--- config.mk ---
export PLATFORM = sky130hd
export DESIGN_NAME = range_histogram_counter_core
export DESIGN_NICKNAME = d
export VERILOG_FILES = /design/src/hw/rtl/rhc_pkg.sv /design/src/hw/rtl/range_histogram_counter_core.sv
export SDC_FILE = /design/constraint.sdc
export NUM_CORES = 2
export LEC_CHECK = 0
export BUFFER_PORTS_ARGS = -buffer_cell sky130_fd_sc_hd__clkbuf_2
export CORE_ASPECT_RATIO = 0.6
export CORE_UTILIZATION = 60
export DETAILED_ROUTE_END_ITERATION = 16
export PLACE_DENSITY = 0.76
export SLEW_MARGIN = 20
export SYNTH_ARGS = -nofsm -noshare
export SYNTH_HDL_FRONTEND = slang
export SYNTH_SLANG_ARGS = --single-unit
--- constraint.sdc ---
create_clock -name clk -period 16.12 [get_ports clk]
set_input_delay 1.612 -clock clk [delete_from_list [all_inputs] [get_ports clk]]
set_output_delay 1.612 -clock clk [all_outputs]
set_load 0.02 [all_outputs]
--- src/hw/rtl/rhc_pkg.sv ---
// Shared types and constants for the range histogram counter.
// Payload structs, status codes, command codes and store sizing.
// No dependencies.
package rhc_pkg;

  localparam int NUM_BINS    = 256;
  localparam int COUNT_WIDTH = 16;
  localparam int IDX_W       = (NUM_BINS > 1) ? $clog2(NUM_BINS) : 1;

  localparam int VALUE_W   = 16;
  localparam int OUT_CNT_W = 16;
  localparam int CFG_IDX_W = 2;

  localparam logic [COUNT_WIDTH-1:0] COUNT_MAX = {COUNT_WIDTH{1'b1}};

  // Configuration register indexes
  localparam logic [CFG_IDX_W-1:0] CFG_RANGE_MIN = CFG_IDX_W'(0);
  localparam logic [CFG_IDX_W-1:0] CFG_RANGE_MAX = CFG_IDX_W'(1);

  localparam logic CMD_ADD    = 1'b0;
  localparam logic CMD_REMOVE = 1'b1;

  typedef enum logic [1:0] {
    ST_OK     = 2'd0,
    ST_RANGE  = 2'd1,
    ST_ABSENT = 2'd2,
    ST_SAT    = 2'd3
  } status_t;

  typedef enum logic {
    S_IDLE,
    S_LOOKUP
  } state_t;

  typedef struct packed {
    logic                      command;
    logic signed [VALUE_W-1:0] sample_value;
  } in_item_t;

  typedef struct packed {
    status_t                status;
    logic [OUT_CNT_W-1:0]   bin_count;
  } out_item_t;

endpackage

--- src/hw/rtl/range_histogram_counter_core.sv ---
// Range histogram counter: bin store with read-modify-write per sample.
// A sample's bin is read into a register on its transfer; the next sample is
// taken only after the write-back, which waits until the output can take it.
// Reset: range_min = 0, range_max = 255, all bins read as zero via per-bin
// valid flops cleared at once; no clearing pass. Uses rhc_pkg.
module range_histogram_counter_core (
  input  logic                           clk,
  input  logic                           rst,
  input  logic                           in_valid,
  output logic                           in_ready,
  input  rhc_pkg::in_item_t              in_data,
  output logic                           out_valid,
  input  logic                           out_ready,
  output rhc_pkg::out_item_t             out_data,
  input  logic                           cfg_valid,
  output logic                           cfg_ready,
  input  logic [rhc_pkg::CFG_IDX_W-1:0]  cfg_index,
  input  logic [rhc_pkg::VALUE_W-1:0]    cfg_data
);
  import rhc_pkg::*;

  logic [COUNT_WIDTH-1:0] bin_mem [NUM_BINS];
  logic [NUM_BINS-1:0]    bin_valid;

  logic signed [VALUE_W-1:0] range_min;
  logic signed [VALUE_W-1:0] range_max;

  state_t state, state_next;
  logic   in_xfer;
  logic   rmw_go;

  logic signed [VALUE_W:0]  offset;
  logic                     in_hit;
  logic [IDX_W-1:0]         in_idx;

  logic                     item_hit;
  logic                     item_cmd;
  logic [IDX_W-1:0]         item_idx;
  logic [COUNT_WIDTH-1:0]   rd_data;
  logic                     rd_valid;

  logic [COUNT_WIDTH-1:0]   cur_cnt;
  logic [COUNT_WIDTH-1:0]   new_cnt;
  status_t                  new_status;

  assign cfg_ready = 1'b1;
  assign in_xfer   = in_valid && in_ready;

  // Offset from range_min; non-negative whenever the value is in range
  assign offset = $signed({in_data.sample_value[VALUE_W-1], in_data.sample_value})
                - $signed({range_min[VALUE_W-1], range_min});
  assign in_hit = (in_data.sample_value >= range_min)
               && (in_data.sample_value <= range_max)
               && ({1'b0, offset} < (VALUE_W+2)'(NUM_BINS));
  assign in_idx = offset[IDX_W-1:0];

  always_ff @(posedge clk) begin
    if (rst) begin
      range_min <= '0;
      range_max <= VALUE_W'(255);
    end else if (cfg_valid && cfg_ready) begin
      unique case (cfg_index)
        CFG_RANGE_MIN: range_min <= cfg_data;
        CFG_RANGE_MAX: range_max <= cfg_data;
        default: ;
      endcase
    end
  end

  always_ff @(posedge clk) begin
    if (rst) begin
      state <= S_IDLE;
    end else begin
      state <= state_next;
    end
  end

  always_comb begin
    state_next = state;
    unique case (state)
      S_IDLE:   if (in_xfer) state_next = S_LOOKUP;
      S_LOOKUP: if (rmw_go) state_next = S_IDLE;
      default:  state_next = S_IDLE;
    endcase
  end

  always_comb begin
    in_ready = 1'b0;
    rmw_go   = 1'b0;
    unique case (state)
      S_IDLE:   in_ready = 1'b1;
      S_LOOKUP: rmw_go   = !out_valid || out_ready;
      default: ;
    endcase
  end

  // Capture the item and read its bin on the input transfer
  always_ff @(posedge clk) begin
    if (in_xfer) begin
      item_hit <= in_hit;
      item_cmd <= in_data.command;
      item_idx <= in_idx;
      rd_data  <= bin_mem[in_idx];
      rd_valid <= bin_valid[in_idx];
    end
  end

  assign cur_cnt = rd_valid ? rd_data : '0;

  always_comb begin
    new_cnt    = cur_cnt;
    new_status = ST_OK;
    if (!item_hit) begin
      new_cnt    = '0;
      new_status = ST_RANGE;
    end else if (item_cmd == CMD_REMOVE) begin
      if (cur_cnt == '0) begin
        new_status = ST_ABSENT;
      end else begin
        new_cnt = cur_cnt - COUNT_WIDTH'(1);
      end
    end else if (cur_cnt == COUNT_MAX) begin
      new_status = ST_SAT;
    end else begin
      new_cnt = cur_cnt + COUNT_WIDTH'(1);
    end
  end

  always_ff @(posedge clk) begin
    if (rmw_go && item_hit) begin
      bin_mem[item_idx] <= new_cnt;
    end
  end

  always_ff @(posedge clk) begin
    if (rst) begin
      bin_valid <= '0;
    end else if (rmw_go && item_hit) begin
      bin_valid[item_idx] <= 1'b1;
    end
  end

  // Output register: the result waits here while the next item is taken
  always_ff @(posedge clk) begin
    if (rst) begin
      out_valid <= 1'b0;
    end else if (rmw_go) begin
      out_valid <= 1'b1;
    end else if (out_ready) begin
      out_valid <= 1'b0;
    end
  end

  always_ff @(posedge clk) begin
    if (rmw_go) begin
      out_data.status    <= new_status;
      out_data.bin_count <= OUT_CNT_W'(new_cnt);
    end
  end

endmodule
; ---- Yosys cells after proc, flatten, opt, wreduce, memory -nomap -nowiden
; Memory sizes are Yosys's and may differ from the RTL's. A register that Yosys moved wholly into a read port is not among the register bits.
; Cells that the tools add are included.
[totals]
register_bits = 319
ram_bits = 4096
output_inout_bits = 21
mem_count = 1
[memory_table]
columns = memory, depth, width, rd, rd_ports_with_merged_regs, write_ports, line_no
row1 = bin_mem, 256, 16, 1, 1, 1, range_histogram_counter_core.sv:22  ; logic [COUNT_WIDTH-1:0] bin_mem [NUM_BINS];
[classes]
addsub = 3
order_cmp = 6
eq_ne = 2
muxes = 21
n_bitwise = 2
reduce_logical = 12
[op_table]
columns = cell, n
row1 = 256-bit bitwise OR, 1
row2 = 16-bit two-way mux, 5
row3 = 8-bit by 9-bit less-than comparator with 1-bit output (second input constant), 2
row4 = 17-bit by 9-bit less-than comparator with 1-bit output (second input constant), 1
row5 = 16-bit by 16-bit subtractor with 17-bit output, 1
row6 = 16-bit by 1-bit adder with 16-bit output (second input constant), 1
row7 = 16-bit == test (second input constant), 1
row8 = 16-bit greater-or-equal comparator, 1
row9 = 16-bit less-or-equal comparator, 1
row10 = 16-bit logical NOT, 1
row11 = 16-bit by 1-bit subtractor with 16-bit output (second input constant), 1
row12 = 1-bit two-way mux, 10
row13 = 1-bit binary-select mux with 8-bit select, 1
row14 = 1-bit demux with 8-bit select, 1
row15 = 8-bit by 1-bit greater-or-equal comparator with 1-bit output (second input constant), 1
row16 = 2-bit two-way mux, 3
row17 = 1-bit logical AND, 5
row18 = 2-bit AND reduction, 2
row19 = 2-bit by 1-bit == test with 1-bit output (second input constant), 1
row20 = 2-bit logical NOT, 1
row21 = 1-bit case mux with 2 select lines, 1
row22 = 2-bit nonzero test, 1
row23 = 1-bit logical NOT, 1
row24 = 1-bit logical OR, 1
row25 = 1-bit NOT, 1

; ---- Logic depth before layout (Yosys ltp)
[logic_depth]
depth_word = 6
depth_mapped = 16

; ---- Worst setup path after synthesis
; No wires, ideal clock.
[synth_timing]
path_kind = register to register
from = reg rd_valid
to = mem bin_mem[0][8], data pin
setup_time_ps = 2283
arrival_ps = 12332
required_ps = 13837
path_slack_ps = 1505
path_stages_with_launch = 14
path_buffers = 2
period_less_slack_ps = 14615
path_cell_list = edfxtp_1 -> clkbuf_1 -> nand2_1 -> inv_1 -> ha_1 -> nand4_1 -> nor2_1 -> and4_1 -> clkbuf_1 -> nor4_2 -> nand2_1 -> xnor2_1 -> nand3_1 -> a21boi_0
[synth_between]
elab_chain_len = 5
elab_cells_between_ends = 9
[synth_rtl]
columns = element, line_no
row1 = "start, declared", range_histogram_counter_core.sv:40  ; logic rd_valid;
row2 = "start signal, assigned", range_histogram_counter_core.sv:104  ; rd_valid <= bin_valid[in_idx];
row3 = 16-bit two-way mux *, range_histogram_counter_core.sv:108  ; assign cur_cnt = rd_valid ? rd_data : '0;
row4 = "16-bit by 1-bit adder with 16-bit output, or another cell as far along", range_histogram_counter_core.sv:125  ; new_cnt = cur_cnt + COUNT_WIDTH'(1);
row5 = "16-bit two-way mux, on equally long branches", "range_histogram_counter_core.sv:122, range_histogram_counter_core.sv:117"
row6 = 16-bit two-way mux *, range_histogram_counter_core.sv:116  ; end else if (item_cmd == CMD_REMOVE) begin
row7 = 16-bit two-way mux *, range_histogram_counter_core.sv:113  ; if (!item_hit) begin
row8 = via new_cnt[8], range_histogram_counter_core.sv:43  ; logic [COUNT_WIDTH-1:0] new_cnt;
row9 = "end, declared", range_histogram_counter_core.sv:22
; Mark *: on every way through the listed nets, which the timed path passes. The rest lies on a longest branch.

; ---- Final worst setup path
[layout_timing]
from = in in_data[0] in the netlist's numbering
to = reg rd_data[8], read port of bin_mem, data pin
[layout_between]
elab_chain_len = 1
[layout_rtl]
columns = element, line_no
row1 = "start, declared", range_histogram_counter_core.sv:11  ; input rhc_pkg::in_item_t in_data,
row2 = 16-bit by 16-bit subtractor with 17-bit output, range_histogram_counter_core.sv:51  ; - $signed({range_min[VALUE_W-1], range_min});
row3 = "end, declared", range_histogram_counter_core.sv:39  ; logic [COUNT_WIDTH-1:0] rd_data;
; No other way between the ends.
; A chain may end at the register's enable or synchronous reset.

==> flow_metrics.tcl <==
set metrics [dict create \
    power_leakage_nw 60.1 \
    period_minus_slack_ps 7590 \
    gp_congestion 0.918 \
    fin_worst_skew_ps 73.5 \
    rows 151 \
    path_delay_family "buffers and inverters" \
    drt_iter0_markers 14700 \
    drv_slew 0 \
    synth.yosys.seq_area_share_pct 76.3 \
    crit_type "primary input to flop" \
    synthCells 7789 \
    dp_hpwl_mm 251 \
    setup_viol 0 \
    synth.avg_cell_area_sq_um 21.9 \
    tns_ps 0 \
    path_buf_inv 5 \
    dieArea_sq_um 286000 \
    hp-class "flop to flop" \
    synth_top_cells_by_area "edfxtp_1, mux4_2, dfxtp_1" \
    worst_setup_path_end_kind "flop" \
    syn_nets 7865 \
    fp.coreArea_sq_um 282000 \
    grt_setup_unrepaired "false" \
    wire_per_inst_um 36.8 \
    routed_via_density 7.04 \
    synthArstFlopShare_pct 0 \
    peakVddDrop_mv 0.101 \
    grt_usage_pct 31.4 \
    synth_edf_count 4141 \
    synth_area_sq_um 170000 \
    synth.distinct_cells 68 \
    start_kind "primary input" \
    die_h_um 415 \
    gr-total-overflow 0 \
    fmax_mhz 132 \
    drt-total-wl_mm 450 \
    grt.met1_usage_pct 47.1 \
    grt_pass1_wl_mm 636 \
    synth.largest_area_cell "edfxtp_1" \
    synth_ff_type "edfxtp_1" \
    grt_antenna_before_repair 19 \
    synth_common_cells "edfxtp_1, mux4_2, nor2_1" \
    fillers 16700 \
    cts_tree "yes" \
    power_density_nw_per_um2 131 \
    worst_pin_slew_ps 1360 \
    yosysTopAreaCellShare_pct 72.9 \
    synth_seq_cells 4431 \
    htreeDepth 5 \
    ctsHoldBuffers 0 \
    drc 0 \
    synth.most_common_cell "edfxtp_1" \
    slew_headroom_pct 8.90 \
    whs_ps 457 \
    drt_first_pass_iters 7 \
    root_buffer "clkbuf_16" \
    path_clk_slew_ps 70 \
    cp_cell_sequence "clkbuf_2 > inv_1 > ha_4 > fa_4 > buf_12 > buf_12 > buf_4 > mux4_2 > mux4_2 > mux2i_1 > a22oi_1 > nand2_1 > nor4_1" \
    cts_made_buffers 372 \
    vias 86000 \
    use_met3_pct 11.7 \
    grt_max_degree 209 \
    final_layout_size_suffix_gt1_share_pct 29.7 \
    period_share_pct 47.1 \
    portBuffers 59 \
    crit_fanout 119 \
    cpPeakStageDelay_ps 1410 \
    post-route-util_pct 67.1 \
    cts_sinks 4431 \
    drv_cap 0 \
    cts_setup_buffers 0 \
    cts_resized 0 \
    clk_latency_ps 940 \
    die_width_um 690 \
    required_ps 16780 \
    ant_nets 0 \
    nets 8239 \
    clockBufferDepth 4 \
    yosysWarnings 0 \
    io_pins 61 \
    top_usage_layer "met1" \
    grt_pass1_vias 85500 \
    start_util_pct 60.4 \
    synthToLayoutAreaGrowth_pct 11.1 \
    outcome "completed" \
    arrival_ps 8250 \
    grt_util_met2_pct 43.9 \
    critPathSlowestCell "fa_4" \
    hold_violations 0 \
]
per-layer routing:
layer	routed length (um)	share of wire (%)	vias to the layer above
met5	130	0.029	-
met3	76700	17	979
met4	15100	3.4	20
met1	163000	36	44800
li1	-	-	33000
met2	194000	43	7185
cells in the final DEF (no fill, tap or decap), drive strengths merged, types with 16 or more instances in the layout:
| cell type | n |
|---|---|
| dfxtp | 290 |
| buf | 361 |
| clkbuf | 534 |
| nand2 | 197 |
| inv | 79 |
| nor2 | 783 |
| nor2b | 29 |
| and3 | 16 |
| mux4 | 1354 |
| edfxtp | 4141 |
| clkinv | 131 |
| nand3 | 38 |
| clkinvlp | 16 |
| nor4 | 21 |
| o22ai | 27 |
| o21ai | 28 |
| mux2i | 60 |
| nor3 | 23 |
| and2 | 23 |
| o21ba | 22 |
| bufinv | 41 |
| a21oi | 55 |
| a22oi | 19 |
| ha | 35 |
cells by family after synthesis:
logic type               synth area share (%)
AND/OR/NAND/NOR                          2.83
adder cells (fa/ha/maj)                 0.269
multiplexers                             18.3
XOR/XNOR                               0.0976
flip-flops                               76.3
AO/OA/AOI/OAI                           0.945
other                                 0.00220
buffers and inverters                    1.27
area by class of cell:
type	instances	area (sq um)	share of cell area, %
sequential	4431	130000	68.7
tap	3748	4690	2.48
clock inverter	201	2160	1.14
inverter	66	255	0.135
clock buffer	476	10000	5.28
timing repair buffer	419	3230	1.71
multi-input combinational	2873	39000	20.6
antenna	7	17.5	0.00925
stage by stage:
stage	setup slack (ps)	cells	power (W)	cell area (sq um)
floorplan	1500	7789	0.0148	170000
finish	8530	12200	0.0247	189000
global placement	7620	11500	0.0156	177000
CTS	8740	12200	0.0247	189000
detailed placement	7820	11500	0.0157	177000
global route	8390	12200	0.0253	189000
state kept, by name (all words and copies together) (netlist names):
| register | cells |
|---|---|
| item_hit | 1 |
| bin_mem | 4096 |
| item_idx | 8 |
| rd_valid | 1 |
| item_cmd | 1 |
| bin_valid | 256 |
| range_min | 16 |
| rd_data | 16 |
| out_data | 18 |
| state | 1 |
| range_max | 16 |
| out_valid | 1 |
report_power, final:
part | internal, W | leakage [nW] | switching, W
Combinational | 0.000818 | 13.9 | 0.00172
Clock | 0.00507 | 5.94 | 0.00414
Sequential | 0.0130 | 40.3 | 0.0000379
Total | 0.0189 | 60.1 | 0.00589
worst register-to-register path, delay by kind of cell (launching register included):
family,cells,cell delay [ps]
simple gates,2,450
fa+ha+maj,2,1590
flops,1,360
buf+inv,3,2150
compound gates,1,550
mux,3,1710
final timing paths:
kind / from / end / slack (ps) / cells after the start
worst min register to register: range_min[10] / range_min[10] / 460 / 2
worst min-delay path: range_min[10] / range_min[10] / 460 / 2
worst max-delay path: in_data[0] / rd_data[8] / 8530 / 13
worst max register to register: range_min[0] / rd_data[8] / 9050 / 11
(Power assumes the default switching activity.)
